<file path="config.mk">
export PLATFORM = sky130hd
export DESIGN_NAME = code128_symbol_encoder
export DESIGN_NICKNAME = d
export VERILOG_FILES = /design/src/rtl/c128_pkg.sv /design/src/rtl/c128_front.sv /design/src/rtl/c128_fifo.sv /design/src/rtl/c128_back.sv /design/src/rtl/code128_symbol_encoder.sv
export VERILOG_INCLUDE_DIRS = /design/src /design/src/rtl
export SDC_FILE = /design/constraint.sdc
export NUM_CORES = 1
export LEC_CHECK = 0
export BUFFER_PORTS_ARGS = -buffer_cell sky130_fd_sc_hd__clkbuf_2
export CAP_MARGIN = 10
export CELL_PAD_IN_SITES_DETAIL_PLACEMENT = 1
export CELL_PAD_IN_SITES_GLOBAL_PLACEMENT = 2
export CORE_MARGIN = 2
export CORE_UTILIZATION = 44
export DETAILED_ROUTE_END_ITERATION = 12
export GPL_TIMING_DRIVEN = 0
export PLACE_DENSITY = 0.88
export SLEW_MARGIN = 0
export SYNTH_ARGS = -nofsm -noshare
export SYNTH_HDL_FRONTEND = slang
export SYNTH_SLANG_ARGS = --single-unit
</file>
<file path="constraint.sdc">
create_clock -name clk -period 6.58 [get_ports clk]
set_input_delay 0.329 -clock clk [delete_from_list [all_inputs] [get_ports clk]]
set_output_delay 0.329 -clock clk [all_outputs]
set_load 0.01 [all_outputs]
</file>
<file path="src/rtl/code128_symbol_encoder_macros.svh">
// Assertion helpers shared by the queue and emitter RTL modules.
// Each macro expects signals named clk and rst_n in the module that uses it.
`ifndef CODE128_SYMBOL_ENCODER_MACROS_SVH
`define CODE128_SYMBOL_ENCODER_MACROS_SVH

// The consequent must hold in the same cycle as the antecedent.
`define C128_ASSERT_SAME(lbl, ante, cons, msg) \
  lbl: assert property (@(posedge clk) disable iff (!rst_n) (ante) |-> (cons)) \
    else $error(msg);

// The consequent must hold in the cycle after the antecedent.
`define C128_ASSERT_NEXT(lbl, ante, cons, msg) \
  lbl: assert property (@(posedge clk) disable iff (!rst_n) (ante) |=> (cons)) \
    else $error(msg);

`endif

</file>
<file path="src/rtl/c128_pkg.sv">
package c128_pkg;

  localparam logic [6:0]  MAX_CODE        = 7'd105;
  localparam logic [6:0]  START_FIRST     = 7'd103;
  localparam logic [6:0]  CHECK_MOD       = 7'd103;
  localparam logic [6:0]  WEIGHT_LAST     = 7'd102;
  // ceil(2^20 / 103); exact quotient for every dividend below 15650, which covers the
  // largest weighted product 102 * 127.
  localparam logic [13:0] RECIP_K         = 14'd10181;
  localparam int unsigned RECIP_SHIFT     = 20;
  localparam logic [3:0]  QZ_RESET        = 4'd10;
  localparam int unsigned QUEUE_DEPTH_DEF = 4;
  // Stop pattern, one module width per hex digit, first element in the top digit.
  localparam logic [27:0] STOP_PAT        = 28'h2331112;

  typedef struct packed {
    logic [6:0] code_value;
    logic       last_symbol;
  } c128_in_t;

  typedef struct packed {
    logic [3:0] element_width;
    logic       is_bar;
    logic       run_last;
    logic       error;
  } c128_out_t;

  // One classified symbol word handed from the front end to the emitter.
  typedef struct packed {
    logic       err;
    logic       first;
    logic       last;
    logic [6:0] sym;
    logic [6:0] chk;
  } c128_entry_t;

  // Symbol patterns, six element widths per entry, one per hex digit.
  localparam logic [23:0] SYM_PAT [0:105] = '{
    24'h212222, 24'h222122, 24'h222221, 24'h121223, 24'h121322, 24'h131222, 24'h122213,
    24'h122312, 24'h132212, 24'h221213, 24'h221312, 24'h231212, 24'h112232, 24'h122132,
    24'h122231, 24'h113222, 24'h123122, 24'h123221, 24'h223211, 24'h221132, 24'h221231,
    24'h213212, 24'h223112, 24'h312131, 24'h311222, 24'h321122, 24'h321221, 24'h312212,
    24'h322112, 24'h322211, 24'h212123, 24'h212321, 24'h232121, 24'h111323, 24'h131123,
    24'h131321, 24'h112313, 24'h132113, 24'h132311, 24'h211313, 24'h231113, 24'h231311,
    24'h112133, 24'h112331, 24'h132131, 24'h113123, 24'h113321, 24'h133121, 24'h313121,
    24'h211331, 24'h231131, 24'h213113, 24'h213311, 24'h213131, 24'h311123, 24'h311321,
    24'h331121, 24'h312113, 24'h312311, 24'h332111, 24'h314111, 24'h221411, 24'h431111,
    24'h111224, 24'h111422, 24'h121124, 24'h121421, 24'h141122, 24'h141221, 24'h112214,
    24'h112412, 24'h122114, 24'h122411, 24'h142112, 24'h142211, 24'h241211, 24'h221114,
    24'h413111, 24'h241112, 24'h134111, 24'h111242, 24'h121142, 24'h121241, 24'h114212,
    24'h124112, 24'h124211, 24'h411212, 24'h421112, 24'h421211, 24'h212141, 24'h214121,
    24'h412121, 24'h111143, 24'h111341, 24'h131141, 24'h114113, 24'h114311, 24'h411113,
    24'h411311, 24'h113141, 24'h114131, 24'h311141, 24'h411131, 24'h211412, 24'h211214,
    24'h211232
  };

  function automatic logic [23:0] sym_pattern(input logic [6:0] v);
    logic [23:0] pat;
    pat = '0;
    if (v <= MAX_CODE) begin
      pat = SYM_PAT[v];
    end
    return pat;
  endfunction

endpackage

</file>
<file path="src/rtl/c128_front.sv">
module c128_front (
  input  logic                    clk,
  input  logic                    rst_n,
  input  logic                    in_valid,
  output logic                    in_stall,
  input  c128_pkg::c128_in_t      in_data,
  output logic                    push_valid,
  output c128_pkg::c128_entry_t   push_entry,
  input  logic                    queue_full
);
  import c128_pkg::*;

  logic        adv;
  logic        accept;
  logic [6:0]  code;
  logic        err0;
  logic        first0;
  logic [6:0]  w_use;
  logic [13:0] prod0;

  logic        open_r, open_nxt;
  logic [6:0]  weight_r, weight_nxt;
  logic [6:0]  acc_r, acc_nxt;

  logic        s1_v_r, s2_v_r, s3_v_r;
  c128_entry_t s1_e_r, s2_e_r, s3_e_r;
  logic [13:0] s1_prod_r, s2_prod_r;
  logic [6:0]  s2_quot_r;
  logic [6:0]  s3_rem_r;

  logic [27:0] scaled;
  logic [13:0] rem;
  logic [6:0]  base;
  logic [7:0]  sum;
  logic [6:0]  chk;

  // The pipeline moves as a whole unless the last stage is blocked by a full queue.
  assign adv      = !s3_v_r || !queue_full;
  assign in_stall = !adv;
  assign accept   = in_valid && adv;

  // Classification and weight selection for the incoming word.
  assign code   = in_data.code_value;
  assign err0   = (code > MAX_CODE) || (!open_r && (code < START_FIRST));
  assign first0 = !open_r && !err0;
  assign w_use  = first0 ? 7'd1 : weight_r;
  assign prod0  = 14'(w_use) * 14'(code);

  always_comb begin
    open_nxt   = open_r;
    weight_nxt = weight_r;
    if (accept) begin
      if (err0 || in_data.last_symbol) begin
        open_nxt   = 1'b0;
        weight_nxt = '0;
      end else if (first0) begin
        open_nxt   = 1'b1;
        weight_nxt = 7'd1;
      end else begin
        weight_nxt = (weight_r == WEIGHT_LAST) ? 7'd0 : 7'(weight_r + 7'd1);
      end
    end
  end

  // Reduction of the weighted product modulo 103 by a reciprocal multiply.
  assign scaled = 28'(s1_prod_r) * 28'(RECIP_K);
  assign rem    = s2_prod_r - 14'(s2_quot_r) * 14'(CHECK_MOD);

  // Checksum accumulation; the first symbol starts a fresh sum.
  assign base = s3_e_r.first ? 7'd0 : acc_r;
  assign sum  = 8'(base) + 8'(s3_rem_r);
  assign chk  = (sum >= 8'(CHECK_MOD)) ? 7'(sum - 8'(CHECK_MOD)) : sum[6:0];

  always_comb begin
    acc_nxt = acc_r;
    if (push_valid && !s3_e_r.err) begin
      acc_nxt = chk;
    end
  end

  assign push_valid = s3_v_r && !queue_full;

  always_comb begin
    push_entry     = s3_e_r;
    push_entry.chk = chk;
  end

  always_ff @(posedge clk) begin
    if (!rst_n) begin
      open_r   <= 1'b0;
      weight_r <= '0;
      acc_r    <= '0;
      s1_v_r   <= 1'b0;
      s2_v_r   <= 1'b0;
      s3_v_r   <= 1'b0;
    end else begin
      open_r   <= open_nxt;
      weight_r <= weight_nxt;
      acc_r    <= acc_nxt;
      if (adv) begin
        s1_v_r <= accept;
        s2_v_r <= s1_v_r;
        s3_v_r <= s2_v_r;
      end
    end
  end

  always_ff @(posedge clk) begin
    if (adv) begin
      s1_e_r.err   <= err0;
      s1_e_r.first <= first0;
      s1_e_r.last  <= in_data.last_symbol;
      s1_e_r.sym   <= code;
      s1_e_r.chk   <= '0;
      s1_prod_r    <= prod0;
      s2_e_r       <= s1_e_r;
      s2_prod_r    <= s1_prod_r;
      s2_quot_r    <= scaled[RECIP_SHIFT + 6:RECIP_SHIFT];
      s3_e_r       <= s2_e_r;
      s3_rem_r     <= rem[6:0];
    end
  end

endmodule

</file>
<file path="src/rtl/c128_fifo.sv">
`include "code128_symbol_encoder_macros.svh"

module c128_fifo #(
  parameter int unsigned DEPTH = c128_pkg::QUEUE_DEPTH_DEF
) (
  input  logic                  clk,
  input  logic                  rst_n,
  input  logic                  push_valid,
  input  c128_pkg::c128_entry_t push_entry,
  output logic                  full,
  input  logic                  pop,
  output c128_pkg::c128_entry_t pop_entry,
  output logic                  empty
);
  import c128_pkg::*;

  localparam int unsigned PTR_W = (DEPTH > 1) ? $clog2(DEPTH) : 1;
  localparam int unsigned CNT_W = $clog2(DEPTH + 1);

  c128_entry_t      slots [0:DEPTH-1];
  logic [PTR_W-1:0] wr_ptr_r, wr_ptr_nxt;
  logic [PTR_W-1:0] rd_ptr_r, rd_ptr_nxt;
  logic [CNT_W-1:0] count_r, count_nxt;

  assign full      = (count_r == CNT_W'(DEPTH));
  assign empty     = (count_r == '0);
  assign pop_entry = slots[rd_ptr_r];

  always_comb begin
    wr_ptr_nxt = wr_ptr_r;
    rd_ptr_nxt = rd_ptr_r;
    count_nxt  = count_r;
    if (push_valid) begin
      wr_ptr_nxt = (wr_ptr_r == PTR_W'(DEPTH - 1)) ? '0 : PTR_W'(wr_ptr_r + 1'b1);
    end
    if (pop) begin
      rd_ptr_nxt = (rd_ptr_r == PTR_W'(DEPTH - 1)) ? '0 : PTR_W'(rd_ptr_r + 1'b1);
    end
    if (push_valid && !pop) begin
      count_nxt = CNT_W'(count_r + 1'b1);
    end else if (pop && !push_valid) begin
      count_nxt = CNT_W'(count_r - 1'b1);
    end
  end

  always_ff @(posedge clk) begin
    if (!rst_n) begin
      wr_ptr_r <= '0;
      rd_ptr_r <= '0;
      count_r  <= '0;
    end else begin
      wr_ptr_r <= wr_ptr_nxt;
      rd_ptr_r <= rd_ptr_nxt;
      count_r  <= count_nxt;
    end
  end

  always_ff @(posedge clk) begin
    if (push_valid) begin
      slots[wr_ptr_r] <= push_entry;
    end
  end

  `C128_ASSERT_SAME(a_no_overflow, push_valid, !full, "queue written while full")
  `C128_ASSERT_SAME(a_no_underflow, pop, !empty, "queue read while empty")
  `C128_ASSERT_SAME(a_count_range, 1'b1, count_r <= CNT_W'(DEPTH), "queue count past depth")

endmodule

</file>
<file path="src/rtl/c128_back.sv">
`include "code128_symbol_encoder_macros.svh"

module c128_back (
  input  logic                  clk,
  input  logic                  rst_n,
  input  logic                  q_empty,
  input  c128_pkg::c128_entry_t q_entry,
  output logic                  q_pop,
  input  logic [3:0]            qz_width,
  output logic                  out_valid,
  input  logic                  out_stall,
  output c128_pkg::c128_out_t   out_data
);
  import c128_pkg::*;

  localparam logic [2:0] PH_ERR   = 3'd0;
  localparam logic [2:0] PH_LEAD  = 3'd1;
  localparam logic [2:0] PH_SYM   = 3'd2;
  localparam logic [2:0] PH_CHK   = 3'd3;
  localparam logic [2:0] PH_STOP  = 3'd4;
  localparam logic [2:0] PH_TRAIL = 3'd5;

  logic        busy_r;
  logic [2:0]  phase_r, phase_nxt;
  logic [2:0]  idx_r, idx_nxt;
  c128_entry_t cur_r;
  logic        out_valid_r;
  c128_out_t   out_data_r;

  logic        load_ok;
  logic        emit;
  logic        done;
  logic [6:0]  sel_sym;
  logic [23:0] pat;
  logic [3:0]  sym_digit;
  logic [3:0]  stop_digit;
  c128_out_t   elem;
  logic [2:0]  start_phase;

  assign load_ok = !out_valid_r || !out_stall;
  assign emit    = busy_r && load_ok;

  assign sel_sym = (phase_r == PH_CHK) ? cur_r.chk : cur_r.sym;
  assign pat     = sym_pattern(sel_sym);

  always_comb begin
    case (idx_r)
      3'd0:    sym_digit = pat[23:20];
      3'd1:    sym_digit = pat[19:16];
      3'd2:    sym_digit = pat[15:12];
      3'd3:    sym_digit = pat[11:8];
      3'd4:    sym_digit = pat[7:4];
      3'd5:    sym_digit = pat[3:0];
      default: sym_digit = '0;
    endcase
  end

  always_comb begin
    case (idx_r)
      3'd0:    stop_digit = STOP_PAT[27:24];
      3'd1:    stop_digit = STOP_PAT[23:20];
      3'd2:    stop_digit = STOP_PAT[19:16];
      3'd3:    stop_digit = STOP_PAT[15:12];
      3'd4:    stop_digit = STOP_PAT[11:8];
      3'd5:    stop_digit = STOP_PAT[7:4];
      3'd6:    stop_digit = STOP_PAT[3:0];
      default: stop_digit = '0;
    endcase
  end

  // Element generation and sequencing through the parts of one word.
  always_comb begin
    elem      = '0;
    done      = 1'b0;
    phase_nxt = phase_r;
    idx_nxt   = idx_r;
    case (phase_r)
      PH_ERR: begin
        elem.error = 1'b1;
        done       = 1'b1;
      end
      PH_LEAD: begin
        elem.element_width = qz_width;
        phase_nxt          = PH_SYM;
        idx_nxt            = '0;
      end
      PH_SYM: begin
        elem.element_width = sym_digit;
        elem.is_bar        = !idx_r[0];
        if (idx_r == 3'd5) begin
          done      = !cur_r.last;
          phase_nxt = PH_CHK;
          idx_nxt   = '0;
        end else begin
          idx_nxt = 3'(idx_r + 3'd1);
        end
      end
      PH_CHK: begin
        elem.element_width = sym_digit;
        elem.is_bar        = !idx_r[0];
        if (idx_r == 3'd5) begin
          phase_nxt = PH_STOP;
          idx_nxt   = '0;
        end else begin
          idx_nxt = 3'(idx_r + 3'd1);
        end
      end
      PH_STOP: begin
        elem.element_width = stop_digit;
        elem.is_bar        = !idx_r[0];
        if (idx_r == 3'd6) begin
          phase_nxt = PH_TRAIL;
          idx_nxt   = '0;
        end else begin
          idx_nxt = 3'(idx_r + 3'd1);
        end
      end
      PH_TRAIL: begin
        elem.element_width = qz_width;
        done               = 1'b1;
      end
      default: begin
        done = 1'b1;
      end
    endcase
    elem.run_last = done;
  end

  always_comb begin
    if (q_entry.err) begin
      start_phase = PH_ERR;
    end else if (q_entry.first) begin
      start_phase = PH_LEAD;
    end else begin
      start_phase = PH_SYM;
    end
  end

  // A new word is taken as soon as the current one hands over its final element.
  assign q_pop = !q_empty && (!busy_r || (emit && done));

  always_ff @(posedge clk) begin
    if (!rst_n) begin
      busy_r      <= 1'b0;
      phase_r     <= PH_ERR;
      idx_r       <= '0;
      out_valid_r <= 1'b0;
    end else begin
      if (q_pop) begin
        busy_r  <= 1'b1;
        phase_r <= start_phase;
        idx_r   <= '0;
      end else if (emit && done) begin
        busy_r <= 1'b0;
      end else if (emit) begin
        phase_r <= phase_nxt;
        idx_r   <= idx_nxt;
      end
      if (load_ok) begin
        out_valid_r <= emit;
      end
    end
  end

  always_ff @(posedge clk) begin
    if (q_pop) begin
      cur_r <= q_entry;
    end
    if (emit) begin
      out_data_r <= elem;
    end
  end

  assign out_valid = out_valid_r;
  assign out_data  = out_data_r;

  `C128_ASSERT_SAME(a_sym_idx,
    busy_r && (phase_r == PH_SYM || phase_r == PH_CHK),
    idx_r <= 3'd5, "symbol element index past six")
  `C128_ASSERT_SAME(a_err_word, out_valid_r && out_data_r.error,
    out_data_r.run_last && (out_data_r.element_width == 4'd0) && !out_data_r.is_bar,
    "malformed error word")
  `C128_ASSERT_NEXT(a_pop_busy, q_pop, busy_r, "emitter idle after taking a word")

endmodule

</file>
<file path="src/rtl/code128_symbol_encoder.sv">
// Code 128 symbol encoder. Each input word carries one symbol value (0 to 105) and a
// last-symbol flag; the block answers with one output word per bar or space, giving its
// width in modules, whether it is a bar, and a run_last flag on the final word caused by
// that input. A barcode must open with a start code (103 to 105), which is preceded by
// a quiet-zone space; the flagged last symbol is followed by the mod-103 checksum
// symbol, the seven-element stop pattern and a trailing quiet zone. A value above 105,
// or a barcode that does not open with a start code, yields a single error word and
// drops the barcode. Rate: the output side emits one element per cycle unless out_stall
// holds it, so an ordinary symbol gives 6 elements, an opening symbol 7, and a last
// symbol 14 more (checksum, stop and quiet zone); the element emitter sets this rate.
// The front end accepts one word per cycle as long as the symbol queue has room, and
// each word passes the stage registers s1, s2 and s3 before it reaches the queue.
module code128_symbol_encoder #(
  parameter int unsigned QUEUE_DEPTH = c128_pkg::QUEUE_DEPTH_DEF
) (
  input  logic                clk,
  input  logic                rst_n,
  input  logic                in_valid,
  output logic                in_stall,
  input  c128_pkg::c128_in_t  in_data,
  output logic                out_valid,
  input  logic                out_stall,
  output c128_pkg::c128_out_t out_data,
  input  logic                cfg_wr_en,
  input  logic [3:0]          cfg_wr_data
);
  import c128_pkg::*;

  // Quiet-zone width register; it is read when the quiet-zone elements are emitted.
  logic [3:0]  qz_width_r;

  logic        push_valid;
  c128_entry_t push_entry;
  logic        queue_full;
  logic        queue_empty;
  logic        queue_pop;
  c128_entry_t queue_entry;

  always_ff @(posedge clk) begin
    if (!rst_n) begin
      qz_width_r <= QZ_RESET;
    end else if (cfg_wr_en) begin
      qz_width_r <= cfg_wr_data;
    end
  end

  // The front end classifies each word, tracks the barcode state and folds the
  // symbol into the weighted checksum.
  c128_front u_front (
    .clk        (clk),
    .rst_n      (rst_n),
    .in_valid   (in_valid),
    .in_stall   (in_stall),
    .in_data    (in_data),
    .push_valid (push_valid),
    .push_entry (push_entry),
    .queue_full (queue_full)
  );

  // The queue lets the front end run ahead while the emitter serializes elements.
  c128_fifo #(
    .DEPTH (QUEUE_DEPTH)
  ) u_fifo (
    .clk        (clk),
    .rst_n      (rst_n),
    .push_valid (push_valid),
    .push_entry (push_entry),
    .full       (queue_full),
    .pop        (queue_pop),
    .pop_entry  (queue_entry),
    .empty      (queue_empty)
  );

  // The emitter walks through quiet zone, symbol, checksum and stop elements, or gives
  // a single error word, and drives the registered output.
  c128_back u_back (
    .clk       (clk),
    .rst_n     (rst_n),
    .q_empty   (queue_empty),
    .q_entry   (queue_entry),
    .q_pop     (queue_pop),
    .qz_width  (qz_width_r),
    .out_valid (out_valid),
    .out_stall (out_stall),
    .out_data  (out_data)
  );

endmodule
</file>
# ---- Word-level counts from Yosys, hierarchy flattened
# Memory sizes are Yosys's and may differ from the RTL's. A register that Yosys moved wholly into a read port is not among the register bits.
# Cells that the tools add are included.
dict set report totals {
  n_memories 2
  ff_bits 124
  romBits 3072
  ram_bits 68
  input_bits 17
  output_inout_bits 9
}
# name words word_bits read_ports rd_clocked_by_memory_dff wr line_no
set mem_list {}
lappend mem_list {{(no name shown)} 128 24 1 0 0 c128_pkg.sv:61} ;# pat = SYM_PAT[v];
lappend mem_list {u_fifo.slots 4 17 1 1 1 c128_fifo.sv:20} ;# c128_entry_t slots [0:DEPTH-1];
dict set report classes {
  n_mux 40
  reduce_logical 49
  bitwise 3
  n_addsub 9
  eq_ne 19
  n_lt_le_gt_ge 5
  n_mul 3
}
# cell n
set op_table {}
lappend op_table {{two-way mux 24 bit} 3}
lappend op_table {{two-way mux 7 bit} 7}
lappend op_table {{two-way mux 3 bit} 11}
lappend op_table {{multiplier 14 x 14 -> 27 bit, second input constant} 1}
lappend op_table {{case mux 4 bit (6 select lines)} 1}
lappend op_table {{equality test 3 bit, second input constant} 6}
lappend op_table {{zero test 1 bit} 14}
lappend op_table {{multiplier 7 x 7 -> 14 bit} 1}
lappend op_table {{equality test 3 x 2 -> 1 bit, second input constant} 4}
lappend op_table {{case mux 3 bit (4 select lines)} 1}
lappend op_table {{case mux 4 bit (3 select lines)} 1}
lappend op_table {{logical AND 1 bit} 10}
lappend op_table {{two-way mux 2 bit} 5}
lappend op_table {{OR reduction 2 bit} 5}
lappend op_table {{zero test 3 bit} 3}
lappend op_table {{case mux 3 bit (3 select lines)} 1}
lappend op_table {{OR reduction 3 bit} 3}
lappend op_table {{adder 7 x 7 -> 8 bit} 1}
lappend op_table {{>= comparator 8 x 7 -> 1 bit, second input constant} 1}
lappend op_table {{>= comparator 8 bit, second input constant} 1}
lappend op_table {{two-way mux 1 bit} 8}
lappend op_table {{NOT 7 -> 8 bit} 1}
lappend op_table {{nonzero test 2 bit} 4}
lappend op_table {{adder 7 x 1 -> 7 bit, second input constant} 1}
lappend op_table {{other kinds (24)} 34}

# ---- Longest topological paths before layout
# Gate-level depths: netlist (run 1).
dict set report logic_depth {
  depth_word 9
  mapped_depth 23
}

# ---- Hierarchy
# A second synthesis (run 1) with hierarchy kept.
dict set report unflattened {
  hier_cells 1596
  hier_area_um2 16614.7
}
# mod n_inst cells_per_inst area_per_inst_um2
set modules_own_cells {}
lappend modules_own_cells {c128_front 1 826 8892.3}
lappend modules_own_cells {c128_back 1 624 4626.9}
lappend modules_own_cells {c128_fifo 1 133 2950.3}
lappend modules_own_cells {code128_symbol_encoder 1 13 145.1}

# ---- Least setup slack after synthesis (run 1)
# Ideal clock, no wire load.
dict set report synth_timing {
  path_kind {input to register}
  from {in in_data[1] (netlist bit)}
  to {reg u_front.s1_prod_r[12], data pin}
  path_slack_ns 1.087
  required_ns 6.422
  setup_ns 0.158
  t_arrival_ns 5.335
  stages 22
  path_cell_list {a31oi_1 -> nor2_1 -> o22ai_1 -> or2_2 -> clkbuf_1 -> clkbuf_1 -> nand3_1 -> fa_1 -> fa_1 -> inv_1 -> fa_1 -> inv_1 -> fa_1 -> inv_1 -> ha_1 -> inv_1 -> o21bai_1 -> a21oi_1 -> o21bai_1 -> a21oi_1 -> or4b_2 -> o211ai_1}
}
dict set report synth_via {
  elab_chain_cells 7
  word_cells_on_any_way 8
}
# item line_no
set synth_rtl {}
lappend synth_rtl {{from (decl)} code128_symbol_encoder.sv:20} ;# input c128_pkg::c128_in_t in_data,
lappend synth_rtl {{less-than comparator 7 bit} c128_front.sv:44} ;# assign err0 = (code > MAX_CODE) || (!open_r && (code < START_FIRST));
lappend synth_rtl {{logical AND 1 bit} c128_front.sv:44}
lappend synth_rtl {{logical OR 1 bit *} c128_front.sv:44}
lappend synth_rtl {{net u_front.err0} c128_front.sv:16} ;# logic err0;
lappend synth_rtl {{zero test 1 bit *} c128_front.sv:45} ;# assign first0 = !open_r && !err0;
lappend synth_rtl {{logical AND 1 bit *} c128_front.sv:45}
lappend synth_rtl {{two-way mux 7 bit *} c128_front.sv:46} ;# assign w_use = first0 ? 7'd1 : weight_r;
lappend synth_rtl {{multiplier 7 x 7 -> 14 bit *} c128_front.sv:47} ;# assign prod0 = 14'(w_use) * 14'(code);
lappend synth_rtl {{net u_front.prod0[12]} c128_front.sv:19} ;# logic [13:0] prod0;
lappend synth_rtl {{to (signal assigned)} c128_front.sv:115} ;# s1_prod_r <= prod0;
lappend synth_rtl {{to (decl)} c128_front.sv:27} ;# logic [13:0] s1_prod_r, s2_prod_r;
# The timed path passes the listed nets; every way through them passes the cells marked *.
# A chain may end at the register's enable or synchronous reset.

# ---- Final worst setup path (run 1)
dict set report layout_timing {
  from {in in_data[3] (netlist bit)}
  to {reg u_front.s1_prod_r[12], data pin}
}
# Same word-level chain as after synthesis.

==> results.md, run 1 <==
- Placer Congestion: 0.955
- # Post-CTS Setup Buffers: 0
- Via count: roughly 12000
- Setup crit start kind: primary input
- Worst Hold End: qz_width_r[3]
- Total power: 6.04 mW
- Initial DRC count: roughly 880
- DRC Markers: 0
- DR pass1 iterations: 5
- RSZ-0062 raised after global routing: false
- Diode count: 0
- Worst slew pin tran: 1.31 ns
- Deepest clock path buffer count: 2
- Ys flop type: edfxtp_1
- PortBufs: 24
- FF-to-FF setup slack: 0.60 ns
- Hold Slack: just under 0.09 ns
- Post-Route WL: 46.4 mm
- Full die area: 36600 um^2
- Grt ovf: 0
- Max-slew violation count: 0
- Setup violations, final: 0
- Cell variety after synth: 79
- Hpwl dp: 35.0 mm
- Mean post-synth cell area: around 11 um^2
- Synth Register Bits: 194
- Maximum vdd ir drop: roughly 210 uV
- Clock Root Buffer: clkbuf_16
- Cells on worst reg2reg path: 20
- Vias per cell: 6.03
- Leak: 7.55 nW
- Power density over the cells: 359 nW/um^2
- Placed cells: 1942
- Layout cells sized above 1: between 8 and 9%
- Crit path time final: between 6 and 7 ns
- NumNets Final: 1787
- Setup TNS: 0 ns
- H-tree levels: 4
- R2r endpoint: u_front.s1_prod_r[12]
- Peak Freq: 166 MHz
- Ys Warns: 0
- Setup crit end kind: register
- Max-cap violations: 0
- # IOs: 26
- RR Startpoint: u_front.open_r
- FILL cells: 3891
- Post-Syn Instances: ~1500
- Clock buffer count from CTS: 17
- Setup CP Type: in2reg
- Chip Width: 191 um
- Status: finished, final reports clean
- Hold buffers post-CTS: 0
- Core ar.: 34500 um^2
- Total GRT Usage: 26.3%
- Starting Density: about 45%
- Chip Height: 191 um
- CTS tree: yes
- Clock skew: roughly 0.027 ns
- Period utilization: 91.5%
- Worst skew pair latency: 0.45 ns
- Global-route wire length before repair: ~73 mm
- Finished Layout Cells: between 1500 and 2000
- Ys async rst share: 0%
- Register area share after synthesis: 35.2%
- Max-slew headroom: between 10% and 20%
- Area delta synth->final: 8.94%
- CTS-repair resized insts: 0
- Clk pin slew, worst setup/hold paths: 0.10 ns
- Critical path peak fanout: 10
- Antenna viol nets, final: 0
- Synthesized area: 15400 um^2
- HP Class: in2reg
- Data arrival, critical path: 6.31 ns
- Net Count, Synth: around 1700
- Hold path startpoint: cfg_wr_data[3]
- CP required: 6.87 ns
- Post-synth EDFFs: 155
- Pin count of the biggest net entering global routing: 50
- Placement Cell Area: 16200 um^2
- Vias in the first global route: 12711
- TritonCTS Sinks: 194
- Drt wl/cell: approximately 23 um
- # rows: 68
- Most frequent cells in the layout: ha_1, edfxtp_1, inv_1
- Final hold violations: 0
- Final Cell Area: 16800 um^2
- Initial antenna violation count: 0
- Most common cell after layout, fill and taps aside: ha_1
- Worst hold path stage count: 3
[sequential cells by signal (all words and copies together) (netlist names), 2 cells and up, named ones only]
signal and cells:
qz_width_r 4, u_back.cur_r 15, u_back.idx_r 3, u_back.out_data 7, u_back.phase_r 3, u_fifo.count_r 3
u_fifo.rd_ptr_r 2, u_fifo.slots 68, u_fifo.wr_ptr_r 2, u_front.acc_r 7, u_front.push_entry 10, u_front.s1_e_r 10
u_front.s1_prod_r 14, u_front.s2_e_r 10, u_front.s2_prod_r 7, u_front.s2_quot_r 7, u_front.s3_rem_r 7, u_front.weight_r 7
[critical path, stage by stage]
cell      delay, ns
clkbuf_2       0.19
a31oi_1        0.25
nor2_1         0.07
o22ai_1        0.28
or2_2          0.18
clkbuf_1       0.33
clkbuf_1       0.38
nand3_1        0.16
fa_1           0.51
fa_1           0.56
inv_1          0.06
fa_1           0.53
inv_1          0.05
fa_1           0.52
inv_1          0.04
ha_1           0.32
inv_1          0.07
o21bai_1       0.08
a21oi_1        0.24
o21bai_1       0.10
a21oi_1        0.29
or4b_2         0.62
o211ai_1       0.11
[per-stage QoR]
| step | worst slack, ns | util (%) |
|---|---|---|
| global route | 0.171 | 48.7 |
| CTS | 0.201 | 48.6 |
| global placement | 0.282 | 46.7 |
| floorplan | 1.09 | - |
| finish | 0.560 | 48.7 |
| detailed placement | 0.101 | 46.8 |
[worst max path at each step]
stage,startpoint,endpoint,slack [ns]
floorplan,in_data[1],u_front.s1_prod_r[12],1.09
finish,in_data[3],u_front.s1_prod_r[12],0.56
detailed placement,in_data[3],u_front.s1_prod_r[12],0.10
global route,in_data[3],u_front.s1_prod_r[12],0.17
CTS,u_front.s1_prod_r[6],u_front.s2_quot_r[5],0.20
global placement,in_data[3],u_front.s1_prod_r[12],0.28
[cell type report]
| type | instances | area [um^2] | area share (%) |
|---|---|---|---|
| Sequential cell | 194 | 5440 | 32.3 |
| Clock buffer | 17 | 425 | 2.53 |
| Inverter | 151 | 567 | 3.37 |
| Timing Repair Buffer | 28 | 170 | 1.01 |
| Tap cell | 455 | 569 | 3.39 |
| Multi-Input combinational cell | 1045 | 9140 | 54.3 |
| Clock inverter | 15 | 194 | 1.15 |
| Buffer | 70 | 314 | 1.87 |
[power breakdown]
group / internal [mW] / switching, mW
Sequential: 1.61 / 0.170
Clock: 0.525 / 0.556
Combinational: 1.04 / 2.14
Total: 3.17 / 2.87
[cell usage after synthesis, drive strengths merged (24+ instances only)]
| cell type | instances | area [um^2] |
|---|---|---|
| ha | 170 | 2130 |
| edfxtp | 155 | 4650 |
| inv | 150 | 563 |
| fa | 93 | 1860 |
| nor2 | 86 | 323 |
| nand2 | 85 | 319 |
| a21oi | 80 | 404 |
| o21ai | 56 | 280 |
| clkbuf | 44 | 165 |
| dfxtp | 39 | 781 |
| nor3 | 36 | 180 |
| xnor2 | 32 | 280 |
| and3 | 31 | 194 |
| buf | 26 | 149 |
| nand3 | 26 | 130 |
| a211oi | 24 | 185 |
[cell families after synthesis]
logic type | after synthesis | share of synthesized area (%)
muxes | 48 | 4.65
xor gates and xnor gates | 48 | 2.72
and+or+nand+nor | 374 | 12.3
buffers and inverters | 221 | 5.71
AOI/OAI and AO/OA | 312 | 13.6
adders and majority gates | 263 | 25.8
DFF | 194 | 35.2
[routing by layer]
layer,vias up,GRT usage (%),part of all wire (%)
met5,-,0,0
met4,0,9.97,3.5
met3,100,2.66,4.7
met2,350,46.3,51
met1,6086,33.3,41
li1,5371,-,-
(Power assumes the default switching activity.)
==> run 2, diff against run 1 <==
Settings changed: RECOVER_POWER set to 50.
==> run 2 against run 1 <==
Against the previous run:
- the run now ends with max-capacitance violations, max-slew violations left
- worst hold slack about the same
- first-iteration DRC count is 5.3% higher
- combinational power barely moved
- global-route usage unchanged
- via count about the same
- total power is essentially flat
==> results.md, run 2 (synthesis results as in run 1) <==
- Top Registers: u_fifo.slots x68, u_back.cur_r x15, u_front.s1_prod_r x14
- Most common cell after layout, fill and taps aside: ha_1
- H-tree levels: 4 (unchanged)
- Global-route wire length before repair: 73.1 mm (unchanged)
- Chip Width: 191 um (unchanged)
- Clock Root Buffer: clkbuf_16
- # IOs: 26 (unchanged)
- Largest Register: u_fifo.slots
- CP required: 6.87 ns (about the same)
- Max-slew headroom: -86.3% (-97 points)
- Post-Route WL: 46.4 mm (about the same)
- Final hold violations: 0 (unchanged)
- HP Class: in2reg
- Data arrival, critical path: 6.38 ns (+0.07 ns)
- RSZ-0062 raised after global routing: false
- Antenna viol nets, final: 0 (unchanged)
- Crit path time final: 6.09 ns (+0.0652 ns)
- NumNets Final: 1787 (unchanged)
- Finished Layout Cells: 1975 (unchanged)
- Drt wl/cell: 23.5 um (about the same)
- Max-slew violation count: 50 (+50)
- CTS tree: yes
- Power density over the cells: 360 nW/um^2 (+0.28%)
- Place WS: 0.101 ns (unchanged)
- Hpwl dp: 35.0 mm (unchanged)
- Chip Height: 191 um (unchanged)
- Status: finished, violations left
- Number of flip-flops in the largest register: 68 (unchanged)
- Setup TNS: 0 ns (unchanged)
- Pin count of the biggest net entering global routing: 50 (unchanged)
- Worst slew pin tran: 2.79 ns (+1.49 ns)
- Vias per cell: 6.03 (about the same)
- Clock buffer count from CTS: 17 (unchanged)
- Critical path peak fanout: 10 (unchanged)
- Deepest clock path buffer count: 2 (unchanged)
- Placed cells: 1942 (unchanged)
- Area delta synth->final: 8.56%
- Via count: 11910 (+0.025%)
- Clk pin slew, worst setup/hold paths: 0.10 ns (about the same)
- Setup violations, final: 0 (unchanged)
- Grt ovf: 0 (unchanged)
- FILL cells: 3897 (+0.15%)
- Setup CP Type: in2reg
- DR pass1 iterations: 5 (unchanged)
- Placer Congestion: 0.955 (unchanged)
- Initial DRC count: 929 (+5.3%)
- Full die area: 36600 um^2 (unchanged)
- TritonCTS Sinks: 194 (unchanged)
- Leak: 7.49 nW (-0.81%)
- PortBufs: 24 (unchanged)
- Clock skew: 0.0273 ns (+0.000736 ns)
- Total GRT Usage: 26.3% (unchanged)
- Layout cells sized above 1: 7.04% (-1.1 points)
- Core ar.: 34500 um^2 (unchanged)
- Peak Freq: 164 MHz (-1.1%)
- Maximum vdd ir drop: 212 uV (+0.45%)
- Diode count: 0 (unchanged)
- Hold buffers post-CTS: 0 (unchanged)
- Initial antenna violation count: 0 (unchanged)
- Util after Layout: 48.5% (-0.17 points)
- Most frequent cells in the layout: ha_1, edfxtp_1, inv_1
- DRC Markers: 0 (unchanged)
- Hold Slack: 0.0867 ns (-0.000191 ns)
- Max-cap violations: 1 (+1)
- Setup crit end kind: register
- Starting Density: 44.7% (unchanged)
- Final worst slack: 0.495 ns (-0.0652 ns)
- Failing checks: max-capacitance violations, max-slew violations
- Worst skew pair latency: 0.45 ns (about the same)
- # rows: 68 (unchanged)
- Period utilization: 92.5% (+0.99 points)
- Vias in the first global route: 12711 (unchanged)
- Setup crit start kind: primary input
## run 2: what timing repair did
action / in CTS / in global routing
buffers inserted: 0 / 0
hold endpoints to repair: 0 / 0
gates resized for setup: 0 / 1
endpoints found under the setup margin: 0 / 1
## run 2: worst max-delay path, stage by stage
cell and delay [ns]:
clkbuf_1 0.36, o21a_1 0.20, nor2_1 0.04, o22ai_1 0.27, or2_2 0.18, clkbuf_1 0.32, clkbuf_1 0.38, nand3_1 0.16
fa_1 0.51, fa_1 0.56, inv_1 0.07, fa_1 0.53, inv_1 0.05, fa_1 0.52, inv_1 0.04, ha_1 0.32
inv_1 0.07, o21bai_1 0.08, a21oi_1 0.24, o21bai_1 0.10, a21oi_1 0.29, or4b_2 0.62, o211ai_1 0.11
## run 2: worst paths after layout
check / from / slack [ns] / depth (start not counted) / end
worst min register to register: u_front.s1_e_r[16] / 0.43 / 0 / u_front.s2_e_r[16]
worst min-delay path: cfg_wr_data[3] / 0.09 / 3 / qz_width_r[3]
worst max-delay path: in_data[4] / 0.49 / 23 / u_front.s1_prod_r[12]
worst max register to register: u_front.open_r / 0.61 / 20 / u_front.s1_prod_r[12]
## run 2: final cells by class
| cell class | count | area (um^2) | share of cell area [%] |
|---|---|---|---|
| clock inverter | 15 | 194 | 1.16 |
| timing repair buffer | 28 | 125 | 0.747 |
| tap | 455 | 569 | 3.40 |
| multi-input combinational | 1045 | 9120 | 54.5 |
| inverter | 151 | 567 | 3.38 |
| buffer | 70 | 314 | 1.87 |
| sequential | 194 | 5440 | 32.4 |
| clock buffer | 17 | 425 | 2.54 |
## run 2: routing by layer
| layer | wire length [um] | global-route usage [%] |
|---|---|---|
| met5 | 0 | 0 |
| met4 | 1630 | 9.97 |
| met3 | 2270 | 2.66 |
| met2 | 23600 | 46.3 |
| met1 | 18900 | 33.3 |
## run 2: power by group
part	internal [mW]	leakage, nW	switching (mW)
sequential	1.61	1.87	0.167
combinational	1.03	5.31	2.14
clock	0.525	0.300	0.557
## run 2: through the flow
step / instance area, um^2 / power [mW]
2_1_floorplan: 15400 / 3.79
3_3_place_gp: 16100 / 4.83
3_5_place_dp: 16200 / 4.89
4_1_cts: 16800 / 5.98
5_1_grt: 16800 / 6.36
6_report: 16800 / 6.03
